--- config.mk ---
export PLATFORM = sky130hd
export DESIGN_NAME = mandelbrot_escape_time
export DESIGN_NICKNAME = d
export VERILOG_FILES = /design/src/mbe_pkg.sv /design/src/mandelbrot_escape_time.sv /design/src/mbe_mul.sv /design/src/mbe_regs.sv
export SDC_FILE = /design/constraint.sdc
export NUM_CORES = 2
export LEC_CHECK = 0
export ABC_AREA = 1
export BUFFER_PORTS_ARGS = -buffer_cell sky130_fd_sc_hd__clkbuf_2
export CAP_MARGIN = 0
export CORE_UTILIZATION = 40
export CTS_BUF_LIST = sky130_fd_sc_hd__clkbuf_8
export DETAILED_ROUTE_END_ITERATION = 12
export GPL_TIMING_DRIVEN = 0
export HOLD_SLACK_MARGIN = 0.08
export PLACE_DENSITY = 0.56
export SYNTH_ARGS = -nofsm -noshare
export SYNTH_HDL_FRONTEND = slang
export SYNTH_HIERARCHICAL = 1
export SYNTH_SLANG_ARGS = --single-unit
--- constraint.sdc ---
create_clock -name clk_i -period 21.8 [get_ports clk_i]
set_input_delay 4.36 -clock clk_i [delete_from_list [all_inputs] [get_ports clk_i]]
set_output_delay 4.36 -clock clk_i [all_outputs]
set_load 0.005 [all_outputs]
--- src/mbe_pkg.sv ---
package mbe_pkg;

  // Fixed point format of all complex values
  localparam int FRAC_BITS = 28;
  localparam int VAL_W     = 32;
  localparam int STEP_W    = 31;
  localparam int PROD_W    = 2 * VAL_W;
  // Sum width before saturation; holds any product plus any value
  localparam int SUM_W     = PROD_W + 1;
  // Squares after the fraction shift, and the doubled cross term
  localparam int SQ_W      = PROD_W - FRAC_BITS;
  localparam int CROSS_W   = PROD_W - FRAC_BITS + 1;
  localparam int MAG_W     = SQ_W + 1;

  // Escape threshold 4.0 in Q4.28
  localparam logic signed [MAG_W-1:0] ESC_LIMIT = MAG_W'(64'd4 << FRAC_BITS);

  // Parameter defaults
  localparam int COORD_WIDTH_DEF = 12;
  localparam int ITER_WIDTH_DEF  = 17;

  // Register file
  localparam int CFG_IDX_W  = 3;
  localparam int CFG_DATA_W = 32;

  localparam logic [CFG_IDX_W-1:0] REG_REAL_ORIGIN = 3'd0;
  localparam logic [CFG_IDX_W-1:0] REG_IMAG_ORIGIN = 3'd1;
  localparam logic [CFG_IDX_W-1:0] REG_REAL_STEP   = 3'd2;
  localparam logic [CFG_IDX_W-1:0] REG_IMAG_STEP   = 3'd3;
  localparam logic [CFG_IDX_W-1:0] REG_MAX_ITER    = 3'd4;

  localparam logic signed [VAL_W-1:0] ORIGIN_RESET   = 32'shE000_0000;
  localparam logic [STEP_W-1:0]       STEP_RESET     = 31'd2684354;
  localparam int                      MAX_ITER_RESET = 100000;

  typedef struct packed {
    logic signed [VAL_W-1:0] real_origin;
    logic signed [VAL_W-1:0] imag_origin;
    logic [STEP_W-1:0]       real_step;
    logic [STEP_W-1:0]       imag_step;
  } cfg_t;

  // Clamp a wide signed sum to the 32-bit signed range
  function automatic logic signed [VAL_W-1:0] sat32(input logic signed [SUM_W-1:0] v);
    logic signed [SUM_W-1:0] hi;
    logic signed [SUM_W-1:0] lo;
    hi = SUM_W'(64'sh0000_0000_7FFF_FFFF);
    lo = -SUM_W'(64'sh0000_0000_8000_0000);
    if (v > hi) begin
      return 32'sh7FFF_FFFF;
    end else if (v < lo) begin
      return 32'sh8000_0000;
    end else begin
      return v[VAL_W-1:0];
    end
  endfunction

endpackage

--- src/mandelbrot_escape_time.sv ---
// Channel  | Direction | Handshake               | Payload
// ---------+-----------+-------------------------+---------------------------------------
// in       | input     | in_valid_i / in_stall_o | pixel_x_i, pixel_y_i
// out      | output    | out_valid_o/ out_stall_i| out_x_o, out_y_o, iteration_count_o
// cfg      | input     | cfg_we_i                | cfg_index_i, cfg_wdata_i
//
// One 32x32 multiplier is shared by every product; each iteration of
// z = z*z + c uses it three times (S_MRR, S_MII, S_MRI) and then runs
// the escape test and the update of z in S_UPD. A finished pixel's word
// is loaded into the output register from S_UPD; the next pixel is taken
// once the block is back in S_IDLE. Reset restores the register defaults
// and empties the sequencer and the output register. A stalled output
// word holds in place; the block then waits in its final update cycle.
module mandelbrot_escape_time #(
  parameter int COORD_WIDTH = mbe_pkg::COORD_WIDTH_DEF,
  parameter int ITER_WIDTH  = mbe_pkg::ITER_WIDTH_DEF
) (
  input  logic                            clk_i,
  input  logic                            rst_ni,
  input  logic                            cfg_we_i,
  input  logic [mbe_pkg::CFG_IDX_W-1:0]   cfg_index_i,
  input  logic [mbe_pkg::CFG_DATA_W-1:0]  cfg_wdata_i,
  input  logic                            in_valid_i,
  output logic                            in_stall_o,
  input  logic [COORD_WIDTH-1:0]          pixel_x_i,
  input  logic [COORD_WIDTH-1:0]          pixel_y_i,
  output logic                            out_valid_o,
  input  logic                            out_stall_i,
  output logic [COORD_WIDTH-1:0]          out_x_o,
  output logic [COORD_WIDTH-1:0]          out_y_o,
  output logic [ITER_WIDTH-1:0]           iteration_count_o
);
  import mbe_pkg::*;

  localparam logic [2:0] S_IDLE = 3'd0;
  localparam logic [2:0] S_MCR  = 3'd1;  // px * real_step
  localparam logic [2:0] S_MCI  = 3'd2;  // py * imag_step, finish c.re
  localparam logic [2:0] S_LDC  = 3'd3;  // finish c.im
  localparam logic [2:0] S_MRR  = 3'd4;  // zr * zr
  localparam logic [2:0] S_MII  = 3'd5;  // zi * zi, take rr
  localparam logic [2:0] S_MRI  = 3'd6;  // zr * zi, take ii
  localparam logic [2:0] S_UPD  = 3'd7;  // test escape, update z

  cfg_t                    cfg;
  logic [ITER_WIDTH-1:0]   max_iter;

  logic [2:0]              state_q, state_d;
  logic [COORD_WIDTH-1:0]  px_q, py_q;
  logic signed [VAL_W-1:0] cr_q, ci_q, zr_q, zi_q;
  logic signed [SQ_W-1:0]  rr_q, ii_q;
  logic [ITER_WIDTH-1:0]   count_q;

  logic                    out_valid_q;
  logic [COORD_WIDTH-1:0]  out_x_q, out_y_q;
  logic [ITER_WIDTH-1:0]   out_cnt_q;

  logic signed [VAL_W-1:0]   mul_a, mul_b;
  logic signed [PROD_W-1:0]  prod;
  logic signed [CROSS_W-1:0] cross2;
  logic signed [MAG_W-1:0]   mag;
  logic signed [SUM_W-1:0]   coord_sum, nr_sum, ni_sum;
  logic                      done;
  logic                      out_free;
  logic                      in_take;

  mbe_regs #(
    .ITER_WIDTH (ITER_WIDTH)
  ) u_regs (
    .clk_i       (clk_i),
    .rst_ni      (rst_ni),
    .cfg_we_i    (cfg_we_i),
    .cfg_index_i (cfg_index_i),
    .cfg_wdata_i (cfg_wdata_i),
    .cfg_o       (cfg),
    .max_iter_o  (max_iter)
  );

  mbe_mul u_mul (
    .clk_i (clk_i),
    .a_i   (mul_a),
    .b_i   (mul_b),
    .p_o   (prod)
  );

  // Pick the operands of the shared multiplier
  always_comb begin
    mul_a = zr_q;
    mul_b = zi_q;
    case (state_q)
      S_MCR: begin
        mul_a = $signed(VAL_W'(px_q));
        mul_b = $signed({1'b0, cfg.real_step});
      end
      S_MCI: begin
        mul_a = $signed(VAL_W'(py_q));
        mul_b = $signed({1'b0, cfg.imag_step});
      end
      S_MRR: begin
        mul_a = zr_q;
        mul_b = zr_q;
      end
      S_MII: begin
        mul_a = zi_q;
        mul_b = zi_q;
      end
      default: begin
        mul_a = zr_q;
        mul_b = zi_q;
      end
    endcase
  end

  // Origin plus scaled index, and the update terms of one iteration
  always_comb begin
    if (state_q == S_MCI) begin
      coord_sum = SUM_W'(prod) + SUM_W'(cfg.real_origin);
    end else begin
      coord_sum = SUM_W'(prod) + SUM_W'(cfg.imag_origin);
    end
  end

  assign cross2 = $signed(prod[PROD_W-1:FRAC_BITS-1]);
  assign mag    = MAG_W'(rr_q) + MAG_W'(ii_q);
  assign nr_sum = SUM_W'(rr_q) - SUM_W'(ii_q) + SUM_W'(cr_q);
  assign ni_sum = SUM_W'(cross2) + SUM_W'(ci_q);
  assign done   = (count_q >= max_iter) || (mag >= ESC_LIMIT);

  assign out_free = !out_valid_q || !out_stall_i;
  assign in_stall_o = (state_q != S_IDLE);
  assign in_take  = in_valid_i && !in_stall_o;

  // Sequence the multiplier passes
  always_comb begin
    state_d = state_q;
    case (state_q)
      S_IDLE: if (in_valid_i) state_d = S_MCR;
      S_MCR:  state_d = S_MCI;
      S_MCI:  state_d = S_LDC;
      S_LDC:  state_d = S_MRR;
      S_MRR:  state_d = S_MII;
      S_MII:  state_d = S_MRI;
      S_MRI:  state_d = S_UPD;
      S_UPD: begin
        if (!done) begin
          state_d = S_MRR;
        end else if (out_free) begin
          state_d = S_IDLE;
        end
      end
      default: state_d = S_IDLE;
    endcase
  end

  always_ff @(posedge clk_i or negedge rst_ni) begin
    if (!rst_ni) begin
      state_q <= S_IDLE;
    end else begin
      state_q <= state_d;
    end
  end

  // Datapath registers
  always_ff @(posedge clk_i) begin
    case (state_q)
      S_IDLE: begin
        px_q    <= pixel_x_i;
        py_q    <= pixel_y_i;
        zr_q    <= '0;
        zi_q    <= '0;
        count_q <= '0;
      end
      S_MCI: cr_q <= sat32(coord_sum);
      S_LDC: ci_q <= sat32(coord_sum);
      S_MII: rr_q <= $signed(prod[PROD_W-1:FRAC_BITS]);
      S_MRI: ii_q <= $signed(prod[PROD_W-1:FRAC_BITS]);
      S_UPD: begin
        if (!done) begin
          zr_q    <= sat32(nr_sum);
          zi_q    <= sat32(ni_sum);
          count_q <= count_q + 1'b1;
        end
      end
      default: ;
    endcase
  end

  // Output register: load on finish, drop when taken
  always_ff @(posedge clk_i or negedge rst_ni) begin
    if (!rst_ni) begin
      out_valid_q <= 1'b0;
    end else if (state_q == S_UPD && done && out_free) begin
      out_valid_q <= 1'b1;
    end else if (!out_stall_i) begin
      out_valid_q <= 1'b0;
    end
  end

  always_ff @(posedge clk_i) begin
    if (state_q == S_UPD && done && out_free) begin
      out_x_q   <= px_q;
      out_y_q   <= py_q;
      out_cnt_q <= count_q;
    end
  end

  assign out_valid_o       = out_valid_q;
  assign out_x_o           = out_x_q;
  assign out_y_o           = out_y_q;
  assign iteration_count_o = out_cnt_q;

  // Accepted word starts the coordinate pass
  assert property (@(posedge clk_i) disable iff (!rst_ni)
    in_take |=> state_q == S_MCR)
    else $error("accepted word did not start the sequencer");

  // A fresh output word comes only from a finishing update
  assert property (@(posedge clk_i) disable iff (!rst_ni)
    $rose(out_valid_o) |-> $past(state_q) == S_UPD)
    else $error("output word loaded outside the update cycle");

  // A continuing iteration counts once and restarts the products
  assert property (@(posedge clk_i) disable iff (!rst_ni)
    (state_q == S_UPD && !done) |=>
      (state_q == S_MRR && count_q == $past(count_q) + 1'b1))
    else $error("iteration did not advance");

  // A finished pixel waits while the output register is full and stalled
  assert property (@(posedge clk_i) disable iff (!rst_ni)
    (state_q == S_UPD && done && out_valid_q && out_stall_i) |=> state_q == S_UPD)
    else $error("result overwrote a stalled output word");

endmodule

--- src/mbe_mul.sv ---
module mbe_mul (
  input  logic                               clk_i,
  input  logic signed [mbe_pkg::VAL_W-1:0]   a_i,
  input  logic signed [mbe_pkg::VAL_W-1:0]   b_i,
  output logic signed [mbe_pkg::PROD_W-1:0]  p_o
);
  import mbe_pkg::*;

  logic signed [PROD_W-1:0] p_q;

  // Register the full signed product every cycle
  always_ff @(posedge clk_i) begin
    p_q <= a_i * b_i;
  end

  assign p_o = p_q;

endmodule

--- src/mbe_regs.sv ---
module mbe_regs #(
  parameter int ITER_WIDTH = mbe_pkg::ITER_WIDTH_DEF
) (
  input  logic                              clk_i,
  input  logic                              rst_ni,
  input  logic                              cfg_we_i,
  input  logic [mbe_pkg::CFG_IDX_W-1:0]     cfg_index_i,
  input  logic [mbe_pkg::CFG_DATA_W-1:0]    cfg_wdata_i,
  output mbe_pkg::cfg_t                     cfg_o,
  output logic [ITER_WIDTH-1:0]             max_iter_o
);
  import mbe_pkg::*;

  cfg_t                  cfg_q;
  logic [ITER_WIDTH-1:0] max_iter_q;

  // Write one register per enabled cycle; unknown indexes drop
  always_ff @(posedge clk_i or negedge rst_ni) begin
    if (!rst_ni) begin
      cfg_q.real_origin <= ORIGIN_RESET;
      cfg_q.imag_origin <= ORIGIN_RESET;
      cfg_q.real_step   <= STEP_RESET;
      cfg_q.imag_step   <= STEP_RESET;
      max_iter_q        <= ITER_WIDTH'(MAX_ITER_RESET);
    end else if (cfg_we_i) begin
      case (cfg_index_i)
        REG_REAL_ORIGIN: cfg_q.real_origin <= $signed(cfg_wdata_i[VAL_W-1:0]);
        REG_IMAG_ORIGIN: cfg_q.imag_origin <= $signed(cfg_wdata_i[VAL_W-1:0]);
        REG_REAL_STEP:   cfg_q.real_step   <= cfg_wdata_i[STEP_W-1:0];
        REG_IMAG_STEP:   cfg_q.imag_step   <= cfg_wdata_i[STEP_W-1:0];
        REG_MAX_ITER:    max_iter_q        <= cfg_wdata_i[ITER_WIDTH-1:0];
        default: ;
      endcase
    end
  end

  assign cfg_o      = cfg_q;
  assign max_iter_o = max_iter_q;

endmodule

==> flow_summary.yaml <==
drt:
  wl_per_cell_um: 25.5
  dr.pass1.iters: 8
  dr_total_vias: 63200
  detail-route-antenna-nets: 0
  drc: 0
  wl_mm: 306
  drtIter0Drc: 7376
  via_per_inst: 5.25
cells_and_area:
  fin_area_um2: 77300
  area_growth_pct: 7.88
  final_cell_mix: "nand2_1, inv_1, fa_1, nor2_1, ha_1"
  fin_util_pct: 43.7
  nets: 11200
  drive_above_1_share_pct: 4.84
  mostFrequentLayoutCell: "nand2_1"
grt:
  grtUsageTotal_pct: 34.0
  grt_overflow: 0
  grt_pass1_vias: 62300
  grt_max_degree: 111
  antenna_found_initial: 24
  grt_pass1_wl_mm: 439
clock_network:
  worstSkewPairLatency_ps: 760
  path_clk_slew_ps: 60
  cts_root_buffer: "clkbuf_8"
  cts_setup_buffers: 0
  clk_path_buf_depth: 3
  cts_tree: "yes"
  ctsResizeCount: 0
  cts.htree.levels: 3
  cts_sinks: 493
  cts-buffers-inserted: 85
  postCtsHoldBufs: 0
logic_synthesis:
  synth-warning-count: 6
  synth_flop_cell: "edfxtp_1"
  syn-cell-area_um2: 71700
  ys_types: 59
  synth_compound_area_share_pct: 4.87
  synthArstFlopShare_pct: 29.8
  synth.avg_cell_area_um2: 7.62
  ys_seq_area_share_pct: 18.8
  ys_ff_latch: 493
  synthSimpleGateAreaFrac_pct: 23.3
  synthMuxAreaShare_pct: 0
  synth_edf_count: 282
  synth_top_family_by_area: "adder cells"
  synthXorXnorAreaFrac_pct: 1.53
  synthAdderAreaFrac_pct: 37.9
  syn-num-nets: 11000
  syn_inst: 9402
sta:
  slew_headroom_pct: -9.93
  report.final.slew_viol_count: 46
  worstMarginPinSlew_ps: 1650
  finalHoldViolations: 0
  setup_viol: 0
  tns_ps: 0
  post-route-period-util_pct: 56.9
  skew_ps: 37.6
  rsz0062_at_grt: "no"
  fin_crit_ps: 12410
  layout_setup_ws_ps: 9390
  clock.fmax_mhz: 80.6
critical_path:
  crit_type: "reg2reg"
  cp.required_ps: 22440
  arrival_ps: 13050
  worst_setup_path_start_kind: "register"
  endpoint_kind: "register"
  worstPathMaxFanout: 11
  critPathMaxStageDelay_ps: 1000
  rrSetupSlack_ps: 9390
  cpMaxStageDelayCell: "fa_1"
run_status:
  run_status: "finished, violations left"
  violations: "max-capacitance violations, max-slew violations"
worst_hold_path:
  min_path_type: "reg2reg"
die:
  core_area_um2: 177000
  die_area_um2: 181000
  placementRows: 154
  fp.dieH_um: 425
  die_w_um: 425
  io_pins: 107
  start_util_pct: 40.5
placement:
  dp_slack_ps: 9670
  portBuffers: 106
  gp_congestion: 1.07
  place_area_um2: 75500
  dp_hpwl_mm: 261
job:
  drv_cap: 8
## logic make-up after synthesis
kind of cell	after synthesis
AND/OR/NAND/NOR	4126
XOR/XNOR	125
AO/OA/AOI/OAI	625
adder cells (fa/ha/maj)	1498
flip-flops	493
buffers and inverters	2535
## metal layers
metal | share of wire, % | vias to the layer above | routed length, µm | GRT usage (%)
met5 | 0.072 | - | 222 | 0.503
met4 | 5.2 | 16 | 16000 | 14.8
met3 | 9.5 | 508 | 29100 | 6.65
met2 | 42 | 3072 | 130000 | 50.5
met1 | 43 | 31300 | 131000 | 47.9
li1 | - | 28300 | - | -
## final timing paths
| kind | startpoint | to | depth (start not counted) |
|---|---|---|---|
| setup / recovery | state_q[1]$_DFFE_PN0P_ | u_mul/p_o[61]$_DFF_P_ | 35 |
| hold / removal | u_regs/cfg_o[91]$_DFFE_PN1P_ | u_regs/cfg_o[91]$_DFFE_PN1P_ | 2 |
| setup reg to reg | state_q[1]$_DFFE_PN0P_ | u_mul/p_o[61]$_DFF_P_ | 35 |
| hold reg to reg | u_regs/cfg_o[91]$_DFFE_PN1P_ | u_regs/cfg_o[91]$_DFFE_PN1P_ | 2 |
| max in group asynchronous | rst_ni | u_regs/cfg_o[9]$_DFFE_PN0P_ | 2 |
| min in group asynchronous | rst_ni | u_regs/cfg_o[27]$_DFFE_PN0P_ | 1 |
## state kept, by name (all words and copies together) (netlist names), 17 cells and up
signal             count
zr_q                  32
rr_q                  36
ci_q                  32
ii_q                  36
zi_q                  32
u_regs/cfg_o         126
u_regs/max_iter_o     17
cr_q                  32
u_mul/p_o             64
iteration_count_o     17
count_q               17
## cell type report
| class | instances | area (µm²) |
|---|---|---|
| diodes | 12 | 30.0 |
| plain buffers | 282 | 1270 |
| clock buffers | 98 | 1350 |
| clock inverters | 57 | 438 |
| fillers | 18400 | 99800 |
| inverters | 2253 | 8460 |
| multi-input cells | 6374 | 48500 |
| flip-flops and latches | 493 | 13500 |
| well taps | 2340 | 2930 |
| repair buffers | 124 | 845 |
## cell usage after synthesis, types with 74 or more instances
library cell	number	share of area, %
nand2_1	3032	16
inv_1	2236	12
fa_1	1121	31
nor2_1	458	2.4
ha_1	377	6.6
nand3_1	371	2.6
a21oi_1	349	2.4
edfxtp_1	282	12
clkbuf_1	227	1.2
o21ai_0	136	0.95
dfrtp_1	113	3.9
xor2_1	99	1.2
nand4_1	74	0.65
## critical path: cells and delay by family (launching register included)
family	cells	cell delay, ps
buf+inv	9	2190
compound gates	3	910
flops	1	430
simple gates	14	3660
fa+ha+maj	9	5040
## stage by stage
stage,hold WS (ps),std cells
3_5_place_dp,450,11900
3_3_place_gp,450,11800
4_1_cts,459,12000
5_1_grt,468,12000
6_report,461,12000
2_1_floorplan,427,9402
Power is left out: the tool's default activity adds up to more than one toggle a clock period on the data nets, which glitch-free logic cannot reach.
